[src/design/maf_pkg.sv]
`timescale 1ns / 1ps

package maf_pkg;

    localparam int MAX_WINDOW   = 256;
    localparam int SAMPLE_BITS  = 16;
    localparam int PTR_BITS     = $clog2(MAX_WINDOW);
    localparam int WIDTH_BITS   = PTR_BITS + 1;
    localparam int SUM_BITS     = SAMPLE_BITS + PTR_BITS;
    localparam int DIV_CNT_BITS = $clog2(SUM_BITS);

    typedef enum logic [2:0] {
        S_IDLE,
        S_UPDATE,
        S_LAUNCH,
        S_DIV,
        S_STORE
    } state_t;

    typedef struct packed {
        logic accept;
        logic update;
        logic div_start;
        logic out_load;
    } cmd_t;

    typedef struct packed {
        logic pend_any;
        logic div_done;
        logic out_busy;
    } status_t;

endpackage

[src/design/maf_divider.sv]
`timescale 1ns / 1ps

module maf_divider
(
    input  logic                                     clk,
    input  logic                                     rst_n,
    input  logic                                     start,
    input  logic signed [maf_pkg::SUM_BITS-1:0]      dividend,
    input  logic        [maf_pkg::WIDTH_BITS-1:0]    divisor,
    output logic                                     done,
    output logic signed [maf_pkg::SAMPLE_BITS-1:0]   quotient
);

    logic                               busy_reg, busy_next;
    logic                               done_reg, done_next;
    logic [maf_pkg::DIV_CNT_BITS-1:0]   cnt_reg, cnt_next;
    logic [maf_pkg::SUM_BITS-1:0]       quo_reg, quo_next;
    logic [maf_pkg::WIDTH_BITS-1:0]     rem_reg, rem_next;
    logic [maf_pkg::WIDTH_BITS-1:0]     div_reg, div_next;
    logic                               neg_reg, neg_next;
    logic [maf_pkg::WIDTH_BITS:0]       rem_shift;
    logic [maf_pkg::WIDTH_BITS:0]       rem_diff;
    logic                               fits;
    logic [maf_pkg::SUM_BITS-1:0]       magnitude;
    logic [maf_pkg::SAMPLE_BITS-1:0]    quo_low;

    assign magnitude = dividend[maf_pkg::SUM_BITS-1] ? maf_pkg::SUM_BITS'(-dividend)
                                                     : maf_pkg::SUM_BITS'(dividend);

    // one quotient bit per cycle, restoring form on the magnitude
    assign rem_shift = {rem_reg, quo_reg[maf_pkg::SUM_BITS-1]};
    assign rem_diff  = rem_shift - {1'b0, div_reg};
    assign fits      = (rem_shift >= {1'b0, div_reg});

    always_comb
    begin
        busy_next = busy_reg;
        done_next = 1'b0;
        cnt_next  = cnt_reg;
        quo_next  = quo_reg;
        rem_next  = rem_reg;
        div_next  = div_reg;
        neg_next  = neg_reg;
        if (start)
        begin
            busy_next = 1'b1;
            cnt_next  = '0;
            quo_next  = magnitude;
            rem_next  = '0;
            div_next  = divisor;
            neg_next  = dividend[maf_pkg::SUM_BITS-1];
        end
        else if (busy_reg)
        begin
            rem_next = fits ? rem_diff[maf_pkg::WIDTH_BITS-1:0]
                            : rem_shift[maf_pkg::WIDTH_BITS-1:0];
            quo_next = {quo_reg[maf_pkg::SUM_BITS-2:0], fits};
            cnt_next = cnt_reg + 1'b1;
            if (cnt_reg == maf_pkg::DIV_CNT_BITS'(maf_pkg::SUM_BITS - 1))
            begin
                busy_next = 1'b0;
                done_next = 1'b1;
            end
        end
    end

    always_ff @(posedge clk or negedge rst_n)
    begin
        if (!rst_n)
        begin
            busy_reg <= 1'b0;
            done_reg <= 1'b0;
            cnt_reg  <= '0;
        end
        else
        begin
            busy_reg <= busy_next;
            done_reg <= done_next;
            cnt_reg  <= cnt_next;
        end
    end

    always_ff @(posedge clk)
    begin
        quo_reg <= quo_next;
        rem_reg <= rem_next;
        div_reg <= div_next;
        neg_reg <= neg_next;
    end

    // the average always fits the sample width, so drop the upper bits
    assign quo_low  = quo_reg[maf_pkg::SAMPLE_BITS-1:0];
    assign quotient = neg_reg ? maf_pkg::SAMPLE_BITS'(-quo_low) : quo_low;
    assign done     = done_reg;

endmodule

[src/design/maf_datapath.sv]
`timescale 1ns / 1ps

module maf_datapath
(
    input  logic                                     clk,
    input  logic                                     rst_n,
    input  maf_pkg::cmd_t                            cmd,
    output maf_pkg::status_t                         status,
    input  logic                                     cfg_write,
    input  logic        [maf_pkg::WIDTH_BITS-1:0]    cfg_data,
    input  logic signed [maf_pkg::SAMPLE_BITS-1:0]   sample,
    input  logic                                     first,
    output logic                                     out_valid,
    input  logic                                     out_ready,
    output logic signed [maf_pkg::SAMPLE_BITS-1:0]   average,
    output logic                                     last_of_run
);

    logic        [maf_pkg::SAMPLE_BITS-1:0]  ring [maf_pkg::MAX_WINDOW];
    logic        [maf_pkg::SAMPLE_BITS-1:0]  rd_data_reg;
    logic        [maf_pkg::PTR_BITS-1:0]     rd_addr;

    logic        [maf_pkg::WIDTH_BITS-1:0]   width_reg, width_next;
    logic signed [maf_pkg::SUM_BITS-1:0]     sum_reg, sum_next;
    logic signed [maf_pkg::SUM_BITS-1:0]     old_sum_reg, old_sum_next;
    logic        [maf_pkg::WIDTH_BITS-1:0]   seen_reg, seen_next;
    logic        [maf_pkg::PTR_BITS-1:0]     pos_reg, pos_next;
    logic        [maf_pkg::SAMPLE_BITS-1:0]  sample_reg, sample_next;
    logic                                    pend_old_reg, pend_old_next;
    logic                                    pend_new_reg, pend_new_next;
    logic                                    out_valid_reg, out_valid_next;
    logic        [maf_pkg::SAMPLE_BITS-1:0]  average_reg, average_next;
    logic                                    last_reg, last_next;

    logic        [maf_pkg::WIDTH_BITS-1:0]   width_clamped;
    logic        [maf_pkg::PTR_BITS-1:0]     pos_start;
    logic                                    full_window;
    logic signed [maf_pkg::SUM_BITS-1:0]     sample_ext;
    logic signed [maf_pkg::SUM_BITS-1:0]     leaving_ext;
    logic signed [maf_pkg::SUM_BITS-1:0]     div_dividend;
    logic                                    div_done;
    logic signed [maf_pkg::SAMPLE_BITS-1:0]  div_quotient;

    // zero acts as one, anything beyond the ring acts as a full ring
    always_comb
    begin
        if (cfg_data == '0)
            width_clamped = maf_pkg::WIDTH_BITS'(1);
        else if (cfg_data > maf_pkg::WIDTH_BITS'(maf_pkg::MAX_WINDOW))
            width_clamped = maf_pkg::WIDTH_BITS'(maf_pkg::MAX_WINDOW);
        else
            width_clamped = cfg_data;
    end

    assign pos_start   = first ? '0 : pos_reg;
    // oldest sample of the window sits width slots behind the write slot
    assign rd_addr     = pos_start - width_reg[maf_pkg::PTR_BITS-1:0];
    assign full_window = (seen_reg >= width_reg);
    assign sample_ext  = maf_pkg::SUM_BITS'(signed'(sample_reg));
    assign leaving_ext = full_window ? maf_pkg::SUM_BITS'(signed'(rd_data_reg)) : '0;
    assign div_dividend = pend_old_reg ? old_sum_reg : sum_reg;

    always_comb
    begin
        width_next     = width_reg;
        sum_next       = sum_reg;
        old_sum_next   = old_sum_reg;
        seen_next      = seen_reg;
        pos_next       = pos_reg;
        sample_next    = sample_reg;
        pend_old_next  = pend_old_reg;
        pend_new_next  = pend_new_reg;
        out_valid_next = out_valid_reg;
        average_next   = average_reg;
        last_next      = last_reg;

        if (out_valid_reg && out_ready)
            out_valid_next = 1'b0;

        if (cfg_write)
        begin
            width_next = width_clamped;
            sum_next   = '0;
            seen_next  = '0;
            pos_next   = '0;
        end
        else if (cmd.accept)
        begin
            sample_next = sample;
            if (first)
            begin
                sum_next  = '0;
                seen_next = '0;
                pos_next  = '0;
            end
        end
        else if (cmd.update)
        begin
            old_sum_next  = sum_reg;
            sum_next      = sum_reg + sample_ext - leaving_ext;
            pos_next      = pos_reg + 1'b1;
            pend_old_next = (seen_reg == width_reg);
            pend_new_next = full_window;
            if ({1'b0, seen_reg} < ({1'b0, width_reg} + 1'b1))
                seen_next = seen_reg + 1'b1;
        end

        if (cmd.out_load)
        begin
            out_valid_next = 1'b1;
            average_next   = div_quotient;
            last_next      = !pend_old_reg;
            if (pend_old_reg)
                pend_old_next = 1'b0;
            else
                pend_new_next = 1'b0;
        end
    end

    always_ff @(posedge clk or negedge rst_n)
    begin
        if (!rst_n)
        begin
            width_reg     <= maf_pkg::WIDTH_BITS'(1);
            sum_reg       <= '0;
            seen_reg      <= '0;
            pos_reg       <= '0;
            pend_old_reg  <= 1'b0;
            pend_new_reg  <= 1'b0;
            out_valid_reg <= 1'b0;
        end
        else
        begin
            width_reg     <= width_next;
            sum_reg       <= sum_next;
            seen_reg      <= seen_next;
            pos_reg       <= pos_next;
            pend_old_reg  <= pend_old_next;
            pend_new_reg  <= pend_new_next;
            out_valid_reg <= out_valid_next;
        end
    end

    always_ff @(posedge clk)
    begin
        old_sum_reg <= old_sum_next;
        sample_reg  <= sample_next;
        average_reg <= average_next;
        last_reg    <= last_next;
    end

    always_ff @(posedge clk)
    begin
        if (cmd.accept)
            rd_data_reg <= ring[rd_addr];
        if (cmd.update)
            ring[pos_reg] <= sample_reg;
    end

    maf_divider u_divider
    (
        .clk      (clk),
        .rst_n    (rst_n),
        .start    (cmd.div_start),
        .dividend (div_dividend),
        .divisor  (width_reg),
        .done     (div_done),
        .quotient (div_quotient)
    );

    assign status.pend_any = pend_old_reg || pend_new_reg;
    assign status.div_done = div_done;
    assign status.out_busy = out_valid_reg && !out_ready;

    assign out_valid   = out_valid_reg;
    assign average     = average_reg;
    assign last_of_run = last_reg;

endmodule

[src/design/maf_controller.sv]
`timescale 1ns / 1ps

module maf_controller
(
    input  logic              clk,
    input  logic              rst_n,
    input  logic              in_valid,
    output logic              in_ready,
    input  maf_pkg::status_t  status,
    output maf_pkg::cmd_t     cmd
);

    maf_pkg::state_t state_reg, state_next;

    always_comb
    begin
        state_next = state_reg;
        case (state_reg)
            maf_pkg::S_IDLE:
            begin
                if (in_valid)
                    state_next = maf_pkg::S_UPDATE;
            end
            maf_pkg::S_UPDATE:
                state_next = maf_pkg::S_LAUNCH;
            maf_pkg::S_LAUNCH:
            begin
                if (status.pend_any)
                    state_next = maf_pkg::S_DIV;
                else
                    state_next = maf_pkg::S_IDLE;
            end
            maf_pkg::S_DIV:
            begin
                if (status.div_done)
                    state_next = maf_pkg::S_STORE;
            end
            maf_pkg::S_STORE:
            begin
                // hold the quotient until the output register frees up
                if (!status.out_busy)
                    state_next = maf_pkg::S_LAUNCH;
            end
            default:
                state_next = maf_pkg::S_IDLE;
        endcase
    end

    always_comb
    begin
        in_ready      = 1'b0;
        cmd           = '0;
        case (state_reg)
            maf_pkg::S_IDLE:
            begin
                in_ready   = 1'b1;
                cmd.accept = in_valid;
            end
            maf_pkg::S_UPDATE:
                cmd.update = 1'b1;
            maf_pkg::S_LAUNCH:
                cmd.div_start = status.pend_any;
            maf_pkg::S_DIV:
                cmd = '0;
            maf_pkg::S_STORE:
                cmd.out_load = !status.out_busy;
            default:
                cmd = '0;
        endcase
    end

    always_ff @(posedge clk or negedge rst_n)
    begin
        if (!rst_n)
            state_reg <= maf_pkg::S_IDLE;
        else
            state_reg <= state_next;
    end

endmodule

[src/design/moving_average_filter.sv]
`timescale 1ns / 1ps

// Boxcar moving average over signed 16-bit samples.
// Input channel (in_valid/in_ready) carries one word: sample plus first flag;
// first = 1 starts a new list with that sample. Output channel
// (out_valid/out_ready) carries average and last_of_run. cfg_valid/cfg_ready
// writes the window length (0 acts as 1, above 256 acts as 256) and restarts
// the list; cfg_ready is always high, write it only while the block is quiet.
// No output until a list holds window length + 1 samples; that sample yields
// two words (first-window average with last_of_run = 0, then the newest one),
// every later sample yields one.
// Steps: a sample is taken in S_IDLE, folded into the sum and ring in
// S_UPDATE, then each average goes through a 24-step iterative divider
// (launch, 24 steps, done, then store, which waits while the output is
// stalled), and a closing launch finds no more work. The divider and a
// stalled receiver set the rate. The next sample is taken once the last
// average sits in the output register, even if the receiver has not taken
// it yet; a stalled receiver then holds the following result inside the
// block.
// Reset empties the list, sets the window length to 1 and clears the output.
module moving_average_filter
(
    input  logic                                     clk,
    input  logic                                     rst_n,
    input  logic                                     cfg_valid,
    output logic                                     cfg_ready,
    input  logic        [maf_pkg::WIDTH_BITS-1:0]    cfg_data,
    input  logic                                     in_valid,
    output logic                                     in_ready,
    input  logic signed [maf_pkg::SAMPLE_BITS-1:0]   sample,
    input  logic                                     first,
    output logic                                     out_valid,
    input  logic                                     out_ready,
    output logic signed [maf_pkg::SAMPLE_BITS-1:0]   average,
    output logic                                     last_of_run
);

    maf_pkg::cmd_t    cmd;
    maf_pkg::status_t status;

    assign cfg_ready = 1'b1;

    maf_controller u_controller
    (
        .clk      (clk),
        .rst_n    (rst_n),
        .in_valid (in_valid),
        .in_ready (in_ready),
        .status   (status),
        .cmd      (cmd)
    );

    maf_datapath u_datapath
    (
        .clk         (clk),
        .rst_n       (rst_n),
        .cmd         (cmd),
        .status      (status),
        .cfg_write   (cfg_valid && cfg_ready),
        .cfg_data    (cfg_data),
        .sample      (sample),
        .first       (first),
        .out_valid   (out_valid),
        .out_ready   (out_ready),
        .average     (average),
        .last_of_run (last_of_run)
    );

    // one sample at a time: no second word right after an accept
    a_single_item: assert property (@(posedge clk) disable iff (!rst_n)
        (in_valid && in_ready) |=> !in_ready)
        else $error("input accepted twice in a row");

    // never overwrite a result the receiver has not taken
    a_no_overwrite: assert property (@(posedge clk) disable iff (!rst_n)
        cmd.out_load |-> !(out_valid && !out_ready))
        else $error("output register overwritten while stalled");

    // results only appear from a store command
    a_out_source: assert property (@(posedge clk) disable iff (!rst_n)
        $rose(out_valid) |-> $past(cmd.out_load))
        else $error("output valid without a store");

endmodule

[config.mk]
export PLATFORM = sky130hd
export DESIGN_NAME = moving_average_filter
export DESIGN_NICKNAME = d
export VERILOG_FILES = /design/src/design/maf_pkg.sv /design/src/design/maf_divider.sv /design/src/design/maf_datapath.sv /design/src/design/maf_controller.sv /design/src/design/moving_average_filter.sv
export SDC_FILE = /design/constraint.sdc
export NUM_CORES = 2
export LEC_CHECK = 0
export BUFFER_PORTS_ARGS = -buffer_cell sky130_fd_sc_hd__clkbuf_2
export CAP_MARGIN = 40
export CORE_MARGIN = 5
export CORE_UTILIZATION = 35
export DETAILED_ROUTE_END_ITERATION = 8
export GPL_ROUTABILITY_DRIVEN = 0
export PLACE_DENSITY = 0.58
export SLEW_MARGIN = 30
export SYNTH_ARGS = -nofsm -noshare
export SYNTH_HDL_FRONTEND = slang
export SYNTH_SLANG_ARGS = --single-unit
[constraint.sdc]
create_clock -name clk -period 20.8 [get_ports clk]
set_clock_uncertainty 0.1 [all_clocks]
set_input_delay 3.12 -clock clk [delete_from_list [all_inputs] [get_ports clk]]
set_output_delay 3.12 -clock clk [all_outputs]
set_load 0.01 [all_outputs]
Word-level counts from Yosys, hierarchy flattened
Memories as Yosys holds them, arrays and structs flattened. A register that Yosys moved wholly into a read port is not among the register bits.
Index checks and enable logic that the tools add are counted.
Word-level totals
  flip-flop bits (word level): 163
  bits in writable memories: 4096
  input bits: 31
  output and inout bits: 20
  memories kept: 1
Memories
  u_datapath.ring: depth 256, width 16, read ports 1, clocked after memory_dff 1, write ports 1, line maf_datapath.sv:19  | logic [maf_pkg::SAMPLE_BITS-1:0] ring [maf_pkg::MAX_WINDOW];
Cells by class
  add/sub/neg operators: 10
  magnitude comparators: 4
  eq/ne operators: 10
  mux-type cells: 54
  bitwise gates (word level): 2
  reduce and logical (&&, ||, !) cells: 17
Operators by type and width (count)
  two-way mux 24 bit: 9
  two-way mux 9 bit: 8
  two-way mux 8 bit: 4
  two-way mux 1 bit: 25
  adder 24 x 16 -> 24 bit: 1
  negation 24 bit: 1
  subtractor 24 bit: 1
  two-way mux 16 bit: 1
  negation 16 bit: 1
  one-hot mux 3 bit (5 select lines): 1
  adder 9 x 1 -> 10 bit (second input constant): 1
  >= comparator 10 x 9 -> 1 bit: 1
  < comparator 9 x 10 -> 1 bit: 1
  two-way mux 5 bit: 2
  adder 9 x 1 -> 9 bit (second input constant): 1
  equality test 9 bit: 1
  >= comparator 9 bit: 1
  greater-than comparator 9 bit (second input constant): 1
  logical NOT 9 bit: 1
  two-way mux 3 bit: 3
  AND reduction 3 bit: 3
  subtractor 9 bit: 1
  adder 8 x 1 -> 8 bit (second input constant): 1
  subtractor 8 bit: 1
  17 further kinds: 26

Depth between registers and ports, before layout
  word-level depth: 7
  depth in mapped cells: 22

Cells and area by module
A second synthesis with hierarchy kept.
Unflattened totals
  cell total of the unflattened synthesis: 8027
  area, all modules: 168271.4 sq um
Modules (own cells, without submodules)
  maf_datapath: instances 1, cells each 7672, area an instance 164870.6 sq um, seq. area each 126517.6 sq um
  maf_divider: instances 1, cells each 335, area an instance 3205.6 sq um, seq. area each 1376.3 sq um
  maf_controller: instances 1, cells each 18, area an instance 183.9 sq um, seq. area each 75.1 sq um
  moving_average_filter: instances 1, cells each 2, area an instance 11.3 sq um, seq. area each 0.0 sq um

Least setup slack after synthesis
No wires, ideal clock.
  kind: register to register
  start point: register u_datapath.sample_reg[15] (netlist name)
  end point: register u_datapath.sum_reg[23] (netlist name)
  arrival: 7170 ps
  path slack: 13444 ps
  cell stages (with the launch flop): 13
  path buffers: 0
  path through: edfxtp_1 > inv_1 > fa_1 > inv_1 > ha_1 > and4_1 > a31o_2 > a21oi_1 > o21ai_0 > a211oi_1 > o21bai_1 > xnor2_1 > o211ai_1
Between the ends
  cells in the longest elaborated chain, start to end: 5
RTL lines
  start, declared: line maf_datapath.sv:28  | logic [maf_pkg::SAMPLE_BITS-1:0] sample_reg, sample_next;
  start signal, assigned: line maf_datapath.sv:147  | sample_reg <= sample_next;
  adder 24 x 16 -> 24 bit: line maf_datapath.sv:100  | sum_next = sum_reg + sample_ext - leaving_ext;
  subtractor 24 bit: line maf_datapath.sv:100
  two-way mux 24 bit: line maf_datapath.sv:97  | else if (cmd.update)
  two-way mux 24 bit: line maf_datapath.sv:87  | else if (cmd.accept)
  two-way mux 24 bit: line maf_datapath.sv:80  | if (cfg_write)
  end signal, assigned: line maf_datapath.sv:135  | sum_reg <= sum_next;
  end, declared: line maf_datapath.sv:24  | logic signed [maf_pkg::SUM_BITS-1:0] sum_reg, sum_next;
Every way passes these cells. The select of a mux whose other input is x is not followed.
A chain may end at the register's enable or synchronous reset.

Worst setup path in the final report
  start point: input port first
  end point: register u_datapath.rd_data_reg[1] (netlist name) (read register of u_datapath.ring), data pin
Between the ends
  cells in the longest elaborated chain, start to end: 2
RTL lines
  start, declared: line moving_average_filter.sv:31  | input logic first,
  two-way mux 8 bit
  subtractor 8 bit: line maf_datapath.sv:57  | assign rd_addr = pos_start - width_reg[maf_pkg::PTR_BITS-1:0];
  end, declared: line maf_datapath.sv:20  | logic [maf_pkg::SAMPLE_BITS-1:0] rd_data_reg;
Every way passes these cells.

==> qor.txt <==
post-synthesis sequential area ratio = 75.94%
first-pass GRT wire length = 640500 um
clk_lat worst skew = 1.01 ns
vias in the first global route = 85280
Post-Place Setup Slack = 10.86 ns
Post-Place Cell Area = 179000 um2
remaining global-route overflow = 0
drt drc = 0
Total Wirelength = 451300 um
Routed Antenna Nets = 0
Req. time, crit path = 21.41 ns
Multi-input gate area = 38410 um2
DR iter-0 viols = 10850
area grow syn2layout = 14.64%
Fillers = 42370
H-tree Lvls = 5
Final Hold Viols = 0
Max VDD drop = 83.15 uV
buffer count from post-CTS setup fixing = 0
Worst Tran Pin Value = 1.199 ns
EDFF count, synth = 4203
multiplexer share of the synthesized area = 15.45%
status = finished, final reports clean
Register Area = 128000 um2
final net count = 8885
Primary FF master, synth = edfxtp_1
WP buf/inv = 5
crit share post-route = 43.13%
met3 wire len = 40290 um
Adder-Cell Fraction of Synth Area = 0.8019%
crit path max fanout = 132
# hold bufs at CTS = 0
Slew Viols, Final = 0
CTS Root Cell = clkbuf_16
row count = 254
YS warnings = 0
Final HPWL DP = 266600 um
Max Fclk = 111.5 MHz
slew margin rel. = 20.08%
crit path launch type = primary input
Vias = 85410
Max stage delay cell, worst path = fa_4
DIE AREA = 495400 um2
#FFs+latches synth = 4275
Top delay family on crit path = buffers and inverters
Cells after Synth = 8296
setup TNS = 0 ns
cell area after layout = 193200 um2
commonest non-fill, non-tap cell in the layout = edfxtp_1
Synth cell types = 81
CP Capture Type = register
WL/cell = 29.04 um
DRT Pass-1 Iters = 7
crit path DAT = 9.58 ns
largest net degree at the start of global routing = 189
worst hold path class = reg2reg
most flop-heavy register = u_datapath.ring
Max Cap Viol = 0
Post-synth ARST share = 1.474%
final setup vio count = 0
met2 WL post-DR = 209100 um
CTS Buf Count = 421
CTS tree = built
Top Ports = 51
max FFs per register = 4096
final setup margin = 11.83 ns
simple-gate share of the synthesized area = 3.920%
Global Route Usage Sum = 17.68%
Post-Synth XOR/XNOR Area = 0.3943%
Synth Area in Compound Gates = 1.979%
Cell Area, Synth = 168500 um2
Starting Density = 35.16%
Avg Inst Size Synth = 20.31 um2
Final min period = 8.971 ns
Top Metal Used = met5
die width = 703.9 um
clk buf depth = 4
setup slack, reg-to-reg = 13.68 ns
pwr/cell area = 115.2 nW/um2
largest family of logic cells by synthesized area = multiplexers
share of cells above drive strength 1 = 25.08%
PortBufs = 49
syn nets = 8420
crit path cell chain = clkbuf_2, nand2b_1, ha_4, inv_1, fa_4, buf_12, buf_4, buf_4, mux4_2, mux4_2, a21oi_1, a32oi_1, and4_1
WS Path Type = in2reg
Routed met1 length = 188900 um
Clock Pin Slew Worst Setup and Hold Paths = 0.06 ns
core box area = 479300 um2
die height = 703.9 um
critical path's largest stage delay = 1.18 ns
initial antenna violation count = 35
detailed-route vias per instance = 5.496
cell leakage power = 61.42 nW
RSZ-0062 raised after global routing = no
commonest non-fill, non-tap cells in the layout = edfxtp_1 (4203), mux4_2 (1072), nand2_1 (672)
CTS resizes = 0
clk sinks = 4275
-- logic make-up after synthesis --
logic type      after synthesis
xor+xnor                     75
flops                      4275
mux                        1261
fa+ha+maj                    93
other cells                   1
simple gates               1520
buf+inv                     585
compound gates              486
-- metal layers --
metal	GRT usage [%]	vias up
met5	0	-
met4	4.841	6
met3	3.553	670
met2	27.44	3902
met1	25.46	45950
li1	-	34880
-- final cells by class --
| class | count | area share (%) |
|---|---|---|
| repair buffers | 500 | 2.417 |
| well taps | 6400 | 4.145 |
| inverters | 127 | 0.2468 |
| multi-input cells | 3436 | 19.88 |
| diodes | 25 | 0.03238 |
| clock buffers | 501 | 5.718 |
| clock inverters | 275 | 1.312 |
| flip-flops and latches | 4275 | 66.24 |
-- path summary, 6_finish.rpt --
kind,cells past startpoint,startpoint,end
max,13,first,u_datapath.rd_data_reg[1]$_DFFE_PP_
min,0,u_datapath.width_reg[4]$_DFFE_PN0P_,u_datapath.u_divider.div_reg[4]$_DFFE_PP_
max reg2reg,11,u_datapath.width_reg[0]$_DFFE_PN1P_,u_datapath.rd_data_reg[1]$_DFFE_PP_
min reg2reg,0,u_datapath.width_reg[4]$_DFFE_PN0P_,u_datapath.u_divider.div_reg[4]$_DFFE_PP_
max in group asynchronous,2,rst_n,u_datapath.width_reg[0]$_DFFE_PN1P_
min in group asynchronous,1,rst_n,u_datapath.sum_reg[20]$_DFFE_PN0P_
-- synth_stat cells (29+ instances only) --
library cell  instances  area [um2]
ha_1                 68       850.8
buf_1                36       135.1
dfrtp_1              62        1551
buf_4                32       240.2
mux2i_1             188        1882
nor3_1               41       205.2
and3_1               44       275.3
inv_1               125       469.2
mux4_2             1072       24140
xor2_1               29       254.0
nor2_1              417        1565
xnor2_1              45       394.1
o22ai_1              48       300.3
nand4_1              40       250.2
o21ai_0              88       440.4
nand3_1             169       845.8
clkbuf_1            216       810.8
a21oi_1              89       445.4
edfxtp_1           4203      126200
buf_2               169       845.8
a32oi_1              47       411.6
nand2_1             676        2537
-- stage by stage --
| stage | util [%] | total power, mW | instances | hold WS [ns] |
|---|---|---|---|---|
| final | 40.31 | 22.26 | 15540 | 0.3520 |
| after global routing | 40.30 | 23.09 | 15520 | 0.3687 |
| after global placement | 37.16 | 14.80 | 14660 | 0.3478 |
| after detailed placement | 37.34 | 14.90 | 14710 | 0.3426 |
| after floorplan | - | 13.17 | 8296 | 0.3249 |
| after CTS | 40.18 | 22.39 | 15490 | 0.3562 |
-- where the power goes --
part | internal (mW) | switching [mW] | total [mW]
Clock | 4.28 | 3.25 | 7.52
Combinational | 1.94 | 2.94 | 4.88
Sequential | 9.72 | 0.139 | 9.86
Total | 15.9 | 6.33 | 22.3
Power figures use the tool's default switching activity.
